**src/design/pfs_pkg.sv**
```systemverilog
`default_nettype none

package pfs_pkg;

    // Parameter defaults
    localparam int DEF_COUNT_BITS = 32;
    localparam int DEF_MAX_FRAME  = 8192;

    // Field widths
    localparam int FRAME_LEN_W = 14;
    localparam int MAC_W       = 48;
    localparam int ETYPE_W     = 16;
    localparam int IP_W        = 32;
    localparam int PROTO_W     = 8;
    localparam int LEN_W       = 16;
    localparam int PORT_W      = 16;
    localparam int ICMP_W      = 8;
    localparam int SEL_W       = 4;
    localparam int VALUE_W     = 32;
    localparam int WIDE_W      = 64;
    localparam int MASK_W      = 7;
    localparam int CFG_IDX_W   = 3;
    localparam int CFG_DATA_W  = 32;

    // Counter bank
    localparam int NUM_COUNTERS = 14;
    localparam int C_FRAMES  = 0;
    localparam int C_BYTES   = 1;
    localparam int C_SHORT   = 2;
    localparam int C_LONG    = 3;
    localparam int C_MACBC   = 4;
    localparam int C_IPPKT   = 5;
    localparam int C_IPBYTE  = 6;
    localparam int C_IPBC    = 7;
    localparam int C_ICMP    = 8;
    localparam int C_REDIR   = 9;
    localparam int C_UNREACH = 10;
    localparam int C_TCP     = 11;
    localparam int C_UDP     = 12;
    localparam int C_ARP     = 13;

    // Display mask bits
    localparam int M_ETHER = 0;
    localparam int M_ARP   = 1;
    localparam int M_IP    = 2;
    localparam int M_TCP   = 3;
    localparam int M_UDP   = 4;
    localparam int M_ICMP  = 5;
    localparam int M_ALL   = 6;

    // Configuration register indexes
    localparam logic [CFG_IDX_W-1:0] CFG_DISPLAY_MASK = 3'd0;
    localparam logic [CFG_IDX_W-1:0] CFG_ADDR_ON      = 3'd1;
    localparam logic [CFG_IDX_W-1:0] CFG_ADDR_VALUE   = 3'd2;
    localparam logic [CFG_IDX_W-1:0] CFG_PORT_ON      = 3'd3;
    localparam logic [CFG_IDX_W-1:0] CFG_PORT_VALUE   = 3'd4;

    // Commands
    localparam logic CMD_PACKET = 1'b0;
    localparam logic CMD_READ   = 1'b1;

    // Protocol codes
    localparam logic [ETYPE_W-1:0] ETYPE_ARP  = 16'h0806;
    localparam logic [ETYPE_W-1:0] ETYPE_IPV4 = 16'h0800;
    localparam logic [PROTO_W-1:0] PROTO_ICMP = 8'd1;
    localparam logic [PROTO_W-1:0] PROTO_TCP  = 8'd6;
    localparam logic [PROTO_W-1:0] PROTO_UDP  = 8'd17;
    localparam logic [ICMP_W-1:0]  ICMP_UNREACH    = 8'd3;
    localparam logic [ICMP_W-1:0]  ICMP_REDIR_KIND = 8'd5;

    // Frame size limits
    localparam logic [LEN_W-1:0] SHORT_LEN = 16'd64;
    localparam logic [LEN_W-1:0] LONG_LEN  = 16'd1518;

    typedef struct packed {
        logic                   command;
        logic [FRAME_LEN_W-1:0] frame_len;
        logic [MAC_W-1:0]       dest_mac;
        logic [ETYPE_W-1:0]     ether_kind;
        logic [IP_W-1:0]        source_ip;
        logic [IP_W-1:0]        dest_ip;
        logic [PROTO_W-1:0]     ip_protocol;
        logic [LEN_W-1:0]       ip_length;
        logic [PORT_W-1:0]      source_port;
        logic [PORT_W-1:0]      dest_port;
        logic [ICMP_W-1:0]      icmp_kind;
        logic [SEL_W-1:0]       counter_select;
    } pfs_item_t;

    typedef struct packed {
        logic [MASK_W-1:0] display_mask;
        logic              addr_on;
        logic [IP_W-1:0]   addr_value;
        logic              port_on;
        logic [PORT_W-1:0] port_value;
    } pfs_cfg_t;

    typedef struct packed {
        logic [NUM_COUNTERS-1:0] bump;
        logic [LEN_W-1:0]        frame_bytes;
        logic [LEN_W-1:0]        ip_bytes;
    } pfs_update_t;

endpackage

`default_nettype wire

```
**src/design/pfs_classify.sv**
```systemverilog
`default_nettype none

// Header classification and filter decision, purely combinational.
module pfs_classify #(
    parameter int MAX_FRAME = pfs_pkg::DEF_MAX_FRAME
) (
    input  var pfs_pkg::pfs_item_t   item,
    input  var pfs_pkg::pfs_cfg_t    cfg,
    output pfs_pkg::pfs_update_t     upd,
    output logic                     show,
    output logic                     filtered
);

    localparam logic [pfs_pkg::LEN_W-1:0] MAX_LEN = pfs_pkg::LEN_W'(MAX_FRAME);

    logic [pfs_pkg::LEN_W-1:0] raw_len;
    logic [pfs_pkg::LEN_W-1:0] len;
    logic addr_ok, port_ok;
    logic is_arp, is_ip, is_tcp, is_udp, is_icmp, is_other;
    logic rejected, disp;
    logic [pfs_pkg::MASK_W-1:0] m;

    assign m       = cfg.display_mask;
    assign raw_len = pfs_pkg::LEN_W'(item.frame_len);
    assign len     = (raw_len > MAX_LEN) ? MAX_LEN : raw_len;

    assign addr_ok = !cfg.addr_on || (item.source_ip == cfg.addr_value)
                     || (item.dest_ip == cfg.addr_value);
    assign port_ok = !cfg.port_on || (item.source_port == cfg.port_value)
                     || (item.dest_port == cfg.port_value);

    assign is_arp   = (item.ether_kind == pfs_pkg::ETYPE_ARP);
    assign is_ip    = (item.ether_kind == pfs_pkg::ETYPE_IPV4);
    // L4 classes only count once the address filter passes
    assign is_tcp   = is_ip && addr_ok && (item.ip_protocol == pfs_pkg::PROTO_TCP);
    assign is_udp   = is_ip && addr_ok && (item.ip_protocol == pfs_pkg::PROTO_UDP);
    assign is_icmp  = is_ip && addr_ok && (item.ip_protocol == pfs_pkg::PROTO_ICMP);
    assign is_other = is_ip && addr_ok && !is_tcp && !is_udp && !is_icmp;

    always_comb begin
        upd = '0;
        upd.frame_bytes = len;
        upd.ip_bytes    = item.ip_length;
        upd.bump[pfs_pkg::C_FRAMES]  = 1'b1;
        upd.bump[pfs_pkg::C_BYTES]   = 1'b1;
        upd.bump[pfs_pkg::C_SHORT]   = (len < pfs_pkg::SHORT_LEN);
        upd.bump[pfs_pkg::C_LONG]    = (len > pfs_pkg::LONG_LEN);
        upd.bump[pfs_pkg::C_MACBC]   = &item.dest_mac;
        upd.bump[pfs_pkg::C_ARP]     = is_arp;
        upd.bump[pfs_pkg::C_IPPKT]   = is_ip;
        upd.bump[pfs_pkg::C_IPBYTE]  = is_ip;
        upd.bump[pfs_pkg::C_IPBC]    = is_ip && (&item.dest_ip);
        upd.bump[pfs_pkg::C_TCP]     = is_tcp;
        upd.bump[pfs_pkg::C_UDP]     = is_udp;
        upd.bump[pfs_pkg::C_ICMP]    = is_icmp;
        upd.bump[pfs_pkg::C_REDIR]   = is_icmp
                                       && (item.icmp_kind == pfs_pkg::ICMP_REDIR_KIND);
        upd.bump[pfs_pkg::C_UNREACH] = is_icmp && (item.icmp_kind == pfs_pkg::ICMP_UNREACH);
    end

    assign rejected = is_ip && (!addr_ok || ((is_tcp || is_udp) && !port_ok));

    always_comb begin
        disp = m[pfs_pkg::M_ETHER];
        if (is_arp) begin
            disp = disp | (m[pfs_pkg::M_ARP] & addr_ok);
        end else if (is_ip) begin
            if (addr_ok) begin
                disp = disp | (m[pfs_pkg::M_IP] & !(m[pfs_pkg::M_TCP] | m[pfs_pkg::M_UDP]
                                                    | m[pfs_pkg::M_ICMP]));
            end
            disp = disp | (is_tcp & port_ok & m[pfs_pkg::M_TCP])
                        | (is_udp & port_ok & m[pfs_pkg::M_UDP])
                        | (is_icmp & m[pfs_pkg::M_ICMP])
                        | (is_other & m[pfs_pkg::M_ALL]);
        end else begin
            disp = disp | (m[pfs_pkg::M_ETHER] & m[pfs_pkg::M_ALL]);
        end
    end

    assign show     = !rejected && (disp || m[pfs_pkg::M_ALL]);
    assign filtered = rejected;

endmodule

`default_nettype wire

```
**src/design/pfs_counters.sv**
```systemverilog
`default_nettype none

// Statistics counter bank: parallel increment, one read port.
module pfs_counters #(
    parameter int COUNT_BITS = pfs_pkg::DEF_COUNT_BITS
) (
    input  var logic                        aclk,
    input  var logic                        aresetn,
    input  var logic                        upd_en,
    input  var pfs_pkg::pfs_update_t        upd,
    input  var logic [pfs_pkg::SEL_W-1:0]   rd_sel,
    output logic [pfs_pkg::VALUE_W-1:0]     rd_value
);

    logic [COUNT_BITS-1:0] cnt_reg  [pfs_pkg::NUM_COUNTERS];
    logic [COUNT_BITS-1:0] cnt_next [pfs_pkg::NUM_COUNTERS];
    logic [COUNT_BITS-1:0] step_amt [pfs_pkg::NUM_COUNTERS];
    logic [pfs_pkg::WIDE_W-1:0] rd_wide;

    always_comb begin
        for (int i = 0; i < pfs_pkg::NUM_COUNTERS; i++) begin
            step_amt[i] = COUNT_BITS'(1);
        end
        step_amt[pfs_pkg::C_BYTES]  = COUNT_BITS'(upd.frame_bytes);
        step_amt[pfs_pkg::C_IPBYTE] = COUNT_BITS'(upd.ip_bytes);
        for (int i = 0; i < pfs_pkg::NUM_COUNTERS; i++) begin
            cnt_next[i] = cnt_reg[i];
            if (upd_en && upd.bump[i]) begin
                cnt_next[i] = cnt_reg[i] + step_amt[i];   // wraps
            end
        end
    end

    always_ff @(posedge aclk) begin
        if (!aresetn) begin
            for (int i = 0; i < pfs_pkg::NUM_COUNTERS; i++) begin
                cnt_reg[i] <= '0;
            end
        end else begin
            for (int i = 0; i < pfs_pkg::NUM_COUNTERS; i++) begin
                cnt_reg[i] <= cnt_next[i];
            end
        end
    end

    // Low word of the selected counter; unused selects read zero
    always_comb begin
        rd_wide = '0;
        if (rd_sel < pfs_pkg::SEL_W'(pfs_pkg::NUM_COUNTERS)) begin
            rd_wide = pfs_pkg::WIDE_W'(cnt_reg[rd_sel]);
        end
    end
    assign rd_value = rd_wide[pfs_pkg::VALUE_W-1:0];

    a_frames_inc: assert property (@(posedge aclk) disable iff (!aresetn)
        upd_en |=> cnt_reg[pfs_pkg::C_FRAMES]
                   == $past(cnt_reg[pfs_pkg::C_FRAMES]) + COUNT_BITS'(1))
        else $error("frame counter did not advance by one");

    a_hold_idle: assert property (@(posedge aclk) disable iff (!aresetn)
        !upd_en |=> $stable(cnt_reg[pfs_pkg::C_FRAMES]) && $stable(cnt_reg[pfs_pkg::C_BYTES])
                    && $stable(cnt_reg[pfs_pkg::C_IPBYTE]))
        else $error("counters changed without a packet");

    a_bad_sel: assert property (@(posedge aclk) disable iff (!aresetn)
        (rd_sel >= pfs_pkg::SEL_W'(pfs_pkg::NUM_COUNTERS)) |-> (rd_value == '0))
        else $error("unused counter select read nonzero");

endmodule

`default_nettype wire

```
**src/design/packet_filter_statistics.sv**
```systemverilog
`default_nettype none

// Channel  | Direction | Ports                                  | Transfer when
// ---------+-----------+----------------------------------------+---------------------------
// s_       | in        | s_valid, s_ready, s_<header fields>    | s_valid && s_ready
// m_       | out       | m_valid, m_ready, m_<result fields>    | m_valid && m_ready
// cfg_     | in        | cfg_valid, cfg_ready, cfg_index/data   | cfg_valid && cfg_ready
//
// Flow: one item per clock sustained while m_ready stays high; input register,
//   then classify + counter update into the result register.
// Counters update on the edge where an item leaves the input register, so a
//   read right behind a packet already sees that packet's counts.
// Reset (aresetn low, synchronous) clears counters, config and valid flags.
// Stalls: a held result backs up into the input register; s_ready drops only
//   when both stages are full and m_ready is low. cfg_ready is always high.
module packet_filter_statistics #(
    parameter int COUNT_BITS = pfs_pkg::DEF_COUNT_BITS,
    parameter int MAX_FRAME  = pfs_pkg::DEF_MAX_FRAME
) (
    input  var logic                              aclk,
    input  var logic                              aresetn,

    input  var logic                              s_valid,
    output logic                                  s_ready,
    input  var logic                              s_command,
    input  var logic [pfs_pkg::FRAME_LEN_W-1:0]   s_frame_len,
    input  var logic [pfs_pkg::MAC_W-1:0]         s_dest_mac,
    input  var logic [pfs_pkg::ETYPE_W-1:0]       s_ether_kind,
    input  var logic [pfs_pkg::IP_W-1:0]          s_source_ip,
    input  var logic [pfs_pkg::IP_W-1:0]          s_dest_ip,
    input  var logic [pfs_pkg::PROTO_W-1:0]       s_ip_protocol,
    input  var logic [pfs_pkg::LEN_W-1:0]         s_ip_length,
    input  var logic [pfs_pkg::PORT_W-1:0]        s_source_port,
    input  var logic [pfs_pkg::PORT_W-1:0]        s_dest_port,
    input  var logic [pfs_pkg::ICMP_W-1:0]        s_icmp_kind,
    input  var logic [pfs_pkg::SEL_W-1:0]         s_counter_select,

    output logic                                  m_valid,
    input  var logic                              m_ready,
    output logic                                  m_show_packet,
    output logic                                  m_filtered_out,
    output logic [pfs_pkg::VALUE_W-1:0]           m_counter_value,

    input  var logic                              cfg_valid,
    output logic                                  cfg_ready,
    input  var logic [pfs_pkg::CFG_IDX_W-1:0]     cfg_index,
    input  var logic [pfs_pkg::CFG_DATA_W-1:0]    cfg_data
);

    // Input stage
    logic                 in_valid_reg, in_valid_next;
    pfs_pkg::pfs_item_t   in_item_reg, in_item_next;

    // Result stage
    logic                        out_valid_reg, out_valid_next;
    logic                        show_reg, show_next;
    logic                        filtered_reg, filtered_next;
    logic [pfs_pkg::VALUE_W-1:0] value_reg, value_next;

    // Configuration
    pfs_pkg::pfs_cfg_t cfg_reg, cfg_next;

    logic                        advance;
    logic                        s_xfer;
    logic                        is_read;
    pfs_pkg::pfs_update_t        upd;
    logic                        cls_show, cls_filtered;
    logic [pfs_pkg::VALUE_W-1:0] rd_value;

    // Stage 1 moves on when the result register is free or being drained
    assign advance   = in_valid_reg && (!out_valid_reg || m_ready);
    assign s_ready   = !in_valid_reg || advance;
    assign s_xfer    = s_valid && s_ready;
    assign cfg_ready = 1'b1;
    assign is_read   = (in_item_reg.command == pfs_pkg::CMD_READ);

    always_comb begin
        in_valid_next = in_valid_reg;
        in_item_next  = in_item_reg;
        if (s_xfer) begin
            in_valid_next               = 1'b1;
            in_item_next.command        = s_command;
            in_item_next.frame_len      = s_frame_len;
            in_item_next.dest_mac       = s_dest_mac;
            in_item_next.ether_kind     = s_ether_kind;
            in_item_next.source_ip      = s_source_ip;
            in_item_next.dest_ip        = s_dest_ip;
            in_item_next.ip_protocol    = s_ip_protocol;
            in_item_next.ip_length      = s_ip_length;
            in_item_next.source_port    = s_source_port;
            in_item_next.dest_port      = s_dest_port;
            in_item_next.icmp_kind      = s_icmp_kind;
            in_item_next.counter_select = s_counter_select;
        end else if (advance) begin
            in_valid_next = 1'b0;
        end
    end

    pfs_classify #(
        .MAX_FRAME (MAX_FRAME)
    ) u_classify (
        .item     (in_item_reg),
        .cfg      (cfg_reg),
        .upd      (upd),
        .show     (cls_show),
        .filtered (cls_filtered)
    );

    pfs_counters #(
        .COUNT_BITS (COUNT_BITS)
    ) u_counters (
        .aclk     (aclk),
        .aresetn  (aresetn),
        .upd_en   (advance && !is_read),
        .upd      (upd),
        .rd_sel   (in_item_reg.counter_select),
        .rd_value (rd_value)
    );

    always_comb begin
        out_valid_next = out_valid_reg && !m_ready;
        show_next      = show_reg;
        filtered_next  = filtered_reg;
        value_next     = value_reg;
        if (advance) begin
            out_valid_next = 1'b1;
            if (is_read) begin
                // read: flags low, counter word out
                show_next     = 1'b0;
                filtered_next = 1'b0;
                value_next    = rd_value;
            end else begin
                show_next     = cls_show;
                filtered_next = cls_filtered;
                value_next    = '0;
            end
        end
    end

    // Config writes; unknown indexes are dropped
    always_comb begin
        cfg_next = cfg_reg;
        if (cfg_valid) begin
            case (cfg_index)
                pfs_pkg::CFG_DISPLAY_MASK: begin
                    cfg_next.display_mask = cfg_data[pfs_pkg::MASK_W-1:0];
                end
                pfs_pkg::CFG_ADDR_ON: begin
                    cfg_next.addr_on = cfg_data[0];
                end
                pfs_pkg::CFG_ADDR_VALUE: begin
                    cfg_next.addr_value = cfg_data[pfs_pkg::IP_W-1:0];
                end
                pfs_pkg::CFG_PORT_ON: begin
                    cfg_next.port_on = cfg_data[0];
                end
                pfs_pkg::CFG_PORT_VALUE: begin
                    cfg_next.port_value = cfg_data[pfs_pkg::PORT_W-1:0];
                end
                default: begin
                    cfg_next = cfg_reg;
                end
            endcase
        end
    end

    always_ff @(posedge aclk) begin
        if (!aresetn) begin
            in_valid_reg  <= 1'b0;
            out_valid_reg <= 1'b0;
            cfg_reg       <= '0;
        end else begin
            in_valid_reg  <= in_valid_next;
            out_valid_reg <= out_valid_next;
            cfg_reg       <= cfg_next;
        end
    end

    // Payload, no reset
    always_ff @(posedge aclk) begin
        in_item_reg  <= in_item_next;
        show_reg     <= show_next;
        filtered_reg <= filtered_next;
        value_reg    <= value_next;
    end

    assign m_valid         = out_valid_reg;
    assign m_show_packet   = show_reg;
    assign m_filtered_out  = filtered_reg;
    assign m_counter_value = value_reg;

    a_flags_exclusive: assert property (@(posedge aclk) disable iff (!aresetn)
        out_valid_reg |-> !(show_reg && filtered_reg))
        else $error("rejected packet marked as shown");

    a_capture: assert property (@(posedge aclk) disable iff (!aresetn)
        s_xfer |=> in_valid_reg)
        else $error("accepted item lost from input register");

    a_stall_hold: assert property (@(posedge aclk) disable iff (!aresetn)
        (in_valid_reg && !advance) |=> in_valid_reg && $stable(in_item_reg))
        else $error("stalled item dropped or changed");

    a_read_result: assert property (@(posedge aclk) disable iff (!aresetn)
        (advance && !is_read) |=> (value_reg == '0))
        else $error("packet result carries a counter value");

endmodule

`default_nettype wire

```
**config.mk**
```make
export PLATFORM = sky130hd
export DESIGN_NAME = packet_filter_statistics
export DESIGN_NICKNAME = d
export VERILOG_FILES = /design/src/design/pfs_pkg.sv /design/src/design/pfs_classify.sv /design/src/design/pfs_counters.sv /design/src/design/packet_filter_statistics.sv
export SDC_FILE = /design/constraint.sdc
export NUM_CORES = 1
export LEC_CHECK = 0
export BUFFER_PORTS_ARGS = -buffer_cell sky130_fd_sc_hd__buf_2
export CAP_MARGIN = 20
export CORE_MARGIN = 2
export CORE_UTILIZATION = 49
export DETAILED_ROUTE_END_ITERATION = 10
export PLACE_DENSITY = 0.7
export SYNTH_ARGS = -nofsm -noshare
export SYNTH_HDL_FRONTEND = slang
export SYNTH_SLANG_ARGS = --single-unit
```
**constraint.sdc**
```tcl
create_clock -name aclk -period 5.4 [get_ports aclk]
set_input_delay 0.27 -clock aclk [delete_from_list [all_inputs] [get_ports aclk]]
set_output_delay 0.27 -clock aclk [all_outputs]
set_load 0.05 [all_outputs]
```
; Yosys cells after proc, flatten, opt, wreduce, memory -nomap -nowiden
; Memory sizes are Yosys's and may differ from the RTL's. A register that Yosys moved wholly into a read port is not among the register bits.
; Index checks and enable logic that the tools add are counted.
[op_classes]
addsub = 14
order_cmp = 4
eq_ne = 15
muxes = 39
bitwise = 32
n_reduce_logical = 61
[ops]
columns = operator, n
row1 = 32-bit 2-to-1 mux, 28
row2 = "32-bit by 1-bit adder with 32-bit output, second input constant", 12
row3 = 32-bit == test, 2
row4 = 48-bit AND reduction, 1
row5 = 32-bit by 14-bit adder with 32-bit output, 1
row6 = 32-bit by 16-bit adder with 32-bit output, 1
row7 = "16-bit by 12-bit == test with 1-bit output, second input constant", 2
row8 = 16-bit == test, 2
row9 = 32-bit AND reduction, 1
row10 = 1-bit logical AND, 28
row11 = 1-bit bitwise OR, 23
row12 = "8-bit by 3-bit == test with 1-bit output, second input constant", 2
row13 = "16-bit by 11-bit greater-than comparator with 1-bit output, second input constant", 1
row14 = "16-bit by 7-bit < comparator with 1-bit output, second input constant", 1
row15 = "14-bit greater-than comparator, second input constant", 1
row16 = 1-bit logical NOT, 14
row17 = 14-bit 2-to-1 mux, 1
row18 = 2-bit AND reduction, 6
row19 = 1-bit 2-to-1 mux, 10
row20 = 1-bit bitwise AND, 9
row21 = 1-bit logical OR, 9
row22 = "8-bit by 1-bit == test with 1-bit output, second input constant", 1
row23 = "8-bit by 2-bit == test with 1-bit output, second input constant", 1
row24 = "8-bit by 5-bit == test with 1-bit output, second input constant", 1
row25 = 6 further kinds, 7
[totals]
register_bits = 272
ram_bits = 448
inputBits = 251
out_inout_bits = 37
elab_cells = 187
mem_count = 1
[memory_table]
columns = name, words, width, rd, rd_ports_with_merged_regs, wr, line_no
row1 = u_counters.cnt_reg, 14, 32, 15, 1, 14, pfs_counters.sv:15  ; logic [COUNT_BITS-1:0] cnt_reg [pfs_pkg::NUM_COUNTERS];

; Longest topological paths before layout
[depth]
depth_word = 16
depth_mapped = 13
ltp_nobuf = 11

; By module
; A second synthesis with hierarchy kept.
[hier_totals]
hier_cells = 3511
hier_area_um2 = 36163.4
[by_module_without_submodules]
columns = module, n_inst, cells_each, area_each_um2, seq_area_each_um2
row1 = pfs_counters, 1, 2730, 24352.1, 8968.6
row2 = packet_filter_statistics, 1, 519, 9874.5, 8538.2
row3 = pfs_classify, 1, 262, 1936.9, 0.0

; Worst setup path before layout
; OpenSTA, ideal clock, no wires.
[synth_path]
kind = reg-to-reg
from = register out_valid_reg, in the netlist m_valid
to = register in_item_reg[0] (netlist name), enable pin
setup_time_ns = 0.597
t_arrival_ns = 5.975
t_required_ns = 4.803
setup_slack_ns = -1.172
stages_incl_launch_ff = 4
n_path_buf = 0
synth_period_minus_slack_ns = 6.572
path_cell_list = dfxtp_1 > nor2b_1 > nand2_1 > and2_1
[synth_between]
elab_chain_cells = 5
[synth_rtl]
columns = item, line_no
row1 = from (decl), packet_filter_statistics.sv:55  ; logic out_valid_reg, out_valid_next;
row2 = from (signal assigned), packet_filter_statistics.sv:174  ; out_valid_reg <= out_valid_next;
row3 = 1-bit logical NOT, packet_filter_statistics.sv:71  ; assign advance = in_valid_reg && (!out_valid_reg || m_ready);
row4 = 1-bit logical OR, packet_filter_statistics.sv:71
row5 = 1-bit logical AND, packet_filter_statistics.sv:71
row6 = 1-bit logical OR, packet_filter_statistics.sv:72  ; assign s_ready = !in_valid_reg || advance;
row7 = via s_ready, packet_filter_statistics.sv:24  ; output logic s_ready,
row8 = 1-bit logical AND, packet_filter_statistics.sv:73  ; assign s_xfer = s_valid && s_ready;
row9 = to (signal assigned), packet_filter_statistics.sv:181  ; in_item_reg <= in_item_next;
row10 = to (decl), packet_filter_statistics.sv:52  ; pfs_pkg::pfs_item_t in_item_reg, in_item_next;
; The timed path passes the listed nets, and every way through them passes these cells.
; A chain may end at the register's enable or synchronous reset.

==> reports/results.ini <==
[outcome]
outcome = finished, final reports clean

[clocking]
tritoncts = yes
insertion_delay_ns = 0.65
cts.sinks = 752
clkTransAtPathRegs_ns = 0.06
cts_resized = 0
numCtsBuffers = 81
htreeDepth = 3
clockRootBuffer = clkbuf_16
clock_path_buffers = 3

[yosys]
syn-cell-area_mm2 = 0.0368
yosysTopAreaCell = dfxtp_1
synth_top_area_share = 0.276
synthMuxAreaShare = 0.103
syn-instance-count = 3643
synth_xor_area_frac = 0.0674
ys_types = 77
ys_seq_area_frac = 0.476
yosys-top-cells-area = dfxtp_1 (28%), edfxtp_1 (20%), mux4_2 (7.5%)
ys_ff_latch = 752
synth_edf_count = 245
synth_top_family_by_area = simple AND/OR/NAND/NOR gates
synth_simple_gate_area_share = 0.220
synth_warnings = 0
ys_async_sr_fraction = 0
synth-main-ff-cell = dfxtp_1
synthAdderAreaFrac = 0.0154
synth-compound-area-share = 0.0888
syn_area_per_cell_um2 = 10.1
synthesis.nets = 3938

[floorplanning]
dieHeight_um = 278
io_pins = 288
die_w_um = 278
start_util = 0.495
core_area_mm2 = 0.0743
die-area_mm2 = 0.0772
core.rowCount = 100

[sta]
skew_ns = 0.0235
slew_viol_final = 0
period_share = 0.727
slew_headroom = 0.291
fin_setup_tns_ns = 0
hold_viol = 0
rsz0062_at_grt = false
fin_ws_ns = 1.48
setup_viol = 0
fmax_mhz = 255
tightest_slew_ns = 1.06
holdWs_ns = 0.0374
fin_crit_ns = 3.92

[route]
wl_um = 107000
drcViolationCount = 0
via_per_inst = 5.94
ant_nets = 0
detail_route.iter0.violations = 2879
vias = 30500
wl_per_cell_um = 20.9
first_pass_iters = 5

[power_and_ir_drop]
swShare = 0.231
power.internal_uw = 9620
power_density_mw_per_mm2 = 283
power_leakage_uw = 0.0156
p_switching_uw = 2880
ir_worst_vdd_mv = 0.321
clkPwrFrac = 0.456
combPwrFrac = 0.060
seqPwrFrac = 0.483

[setup_path]
cp.arrival_ns = 4.44
cp_max_fo = 62
critPathLaunchType = flop
critical_path_class = reg2reg
startpoint = in_item_reg[145]
regToRegEndpoint = u_counters.cnt_reg[11][6]
reg2reg_slack_ns = 1.48
cp.required_ns = 5.92
reg2reg_from = in_item_reg[145]
crit_path_end = u_counters.cnt_reg[11][6]
reg2reg_depth = 8
worstSetupEndpointType = flop

[final_layout]
seq_area_mm2 = 0.0175
syn2layout_area_growth_pct = 20.2
final_nets = 4388
mostFrequentLayoutCells = dfxtp_1 (507), nand2_1 (444), buf_2 (286)
final_common_cell = dfxtp_1
drive_above_1_share = 0.153
multi_input_area_mm2 = 0.0182
layout.filler_cells = 6107
largest_reg_flops = 448

[job]
maxCapViolations = 0

[placed_design]
dp_slack_ns = 1.46
numPortBuffers = 286
gp_congestion = 0.873
dp_hpwl_um = 71700

[global_route]
antenna_found_initial = 6
grt_first_pass_wirelength_um = 166000
first_global_vias = 29000
gr-usage-all-layers = 0.273
grt.overflow.total = 0
grt_max_degree = 159

[hold_path]
hp-class = in2reg

==> cell usage after synthesis, drive strengths merged, types with 60 or more instances <==
cell type	n
nand4	139
edfxtp	245
nand2	444
or4	68
nand2b	93
clkbuf	169
mux2i	70
dfxtp	507
or3	75
nor4	78
o21ai	95
nand3	149
nor2	276
xor2	143
mux4	123
xnor2	140
inv	75
a21oi	169
and3	60
==> metal layers <==
| layer | wire length, µm | track usage | up-vias |
|---|---|---|---|
| met1 | 44500 | 0.362 | 14800 |
| met3 | 8250 | 0.0492 | 192 |
| li1 | - | - | 14400 |
| met2 | 50600 | 0.450 | 1116 |
| met4 | 3580 | 0.0956 | 4 |
| met5 | 24 | 0 | - |
==> critical path, stage by stage (launching register included) <==
cell and delay, ns:
edfxtp_1 0.37, nor4b_2 0.32, nand4_2 0.36, or3_1 0.81, nor2_4 0.37, o21ai_4 0.33, buf_4 0.43, or4_1 0.61
mux2i_1 0.14
==> logic make-up after synthesis <==
logic type | Yosys count
AND/OR/NAND/NOR | 1565
buffers and inverters | 276
flip-flops | 752
XOR/XNOR | 283
AO/OA/AOI/OAI | 502
other | 1
adder cells (fa/ha/maj) | 44
multiplexers | 220
==> worst min-delay path by stage <==
stage / start / end / slack, ns / cells after the start
3_5_place_dp: s_source_ip[11] / in_item_reg[111] / 0.45 / 1
2_1_floorplan: s_counter_select[0] / in_item_reg[0] / 0.37 / 0
4_1_cts: cfg_valid / cfg_reg[16] / 0.0006 / 4
3_3_place_gp: s_dest_mac[15] / in_item_reg[163] / 0.45 / 1
6_report: cfg_valid / cfg_reg[16] / 0.04 / 4
5_1_grt: cfg_index[2] / cfg_reg[49] / 0.06 / 4
==> area by class of cell <==
| type | instances | area share |
|---|---|---|
| repair buffers | 568 | 0.0961 |
| flip-flops and latches | 752 | 0.396 |
| clock buffers | 121 | 0.0558 |
| diodes | 1 | 0.0000566 |
| multi-input cells | 2615 | 0.412 |
| inverters | 75 | 0.00654 |
| well taps | 969 | 0.0274 |
| clock inverters | 28 | 0.00623 |
==> power by group through the flow <==
stage / Sequential [µW] / Combinational [µW] / Clock, µW
finish: 6050 / 751 / 5710
global route: 6050 / 806 / 5990
global placement: 6160 / 587 / 0
detailed placement: 6170 / 595 / 0
floorplan: 6170 / 346 / 0
CTS: 6040 / 733 / 5750
==> through the flow <==
step           area [µm²]  std cells  utilization  power, µW
4_1_cts             44200       5125        0.594      12500
2_1_floorplan       36800       3643            -       6520
6_report            44200       5129        0.595      12500
3_5_place_dp        39000       4732        0.525       6760
3_3_place_gp        39000       4730        0.524       6750
5_1_grt             44200       5129        0.595      12900
==> what timing repair did <==
item | 4_1_cts | 5_1_grt
hold buffers | 244 | 0
setup buffers | 0 | 0
endpoints found under the hold margin | 269 | 0
Power figures use the tool's default switching activity.
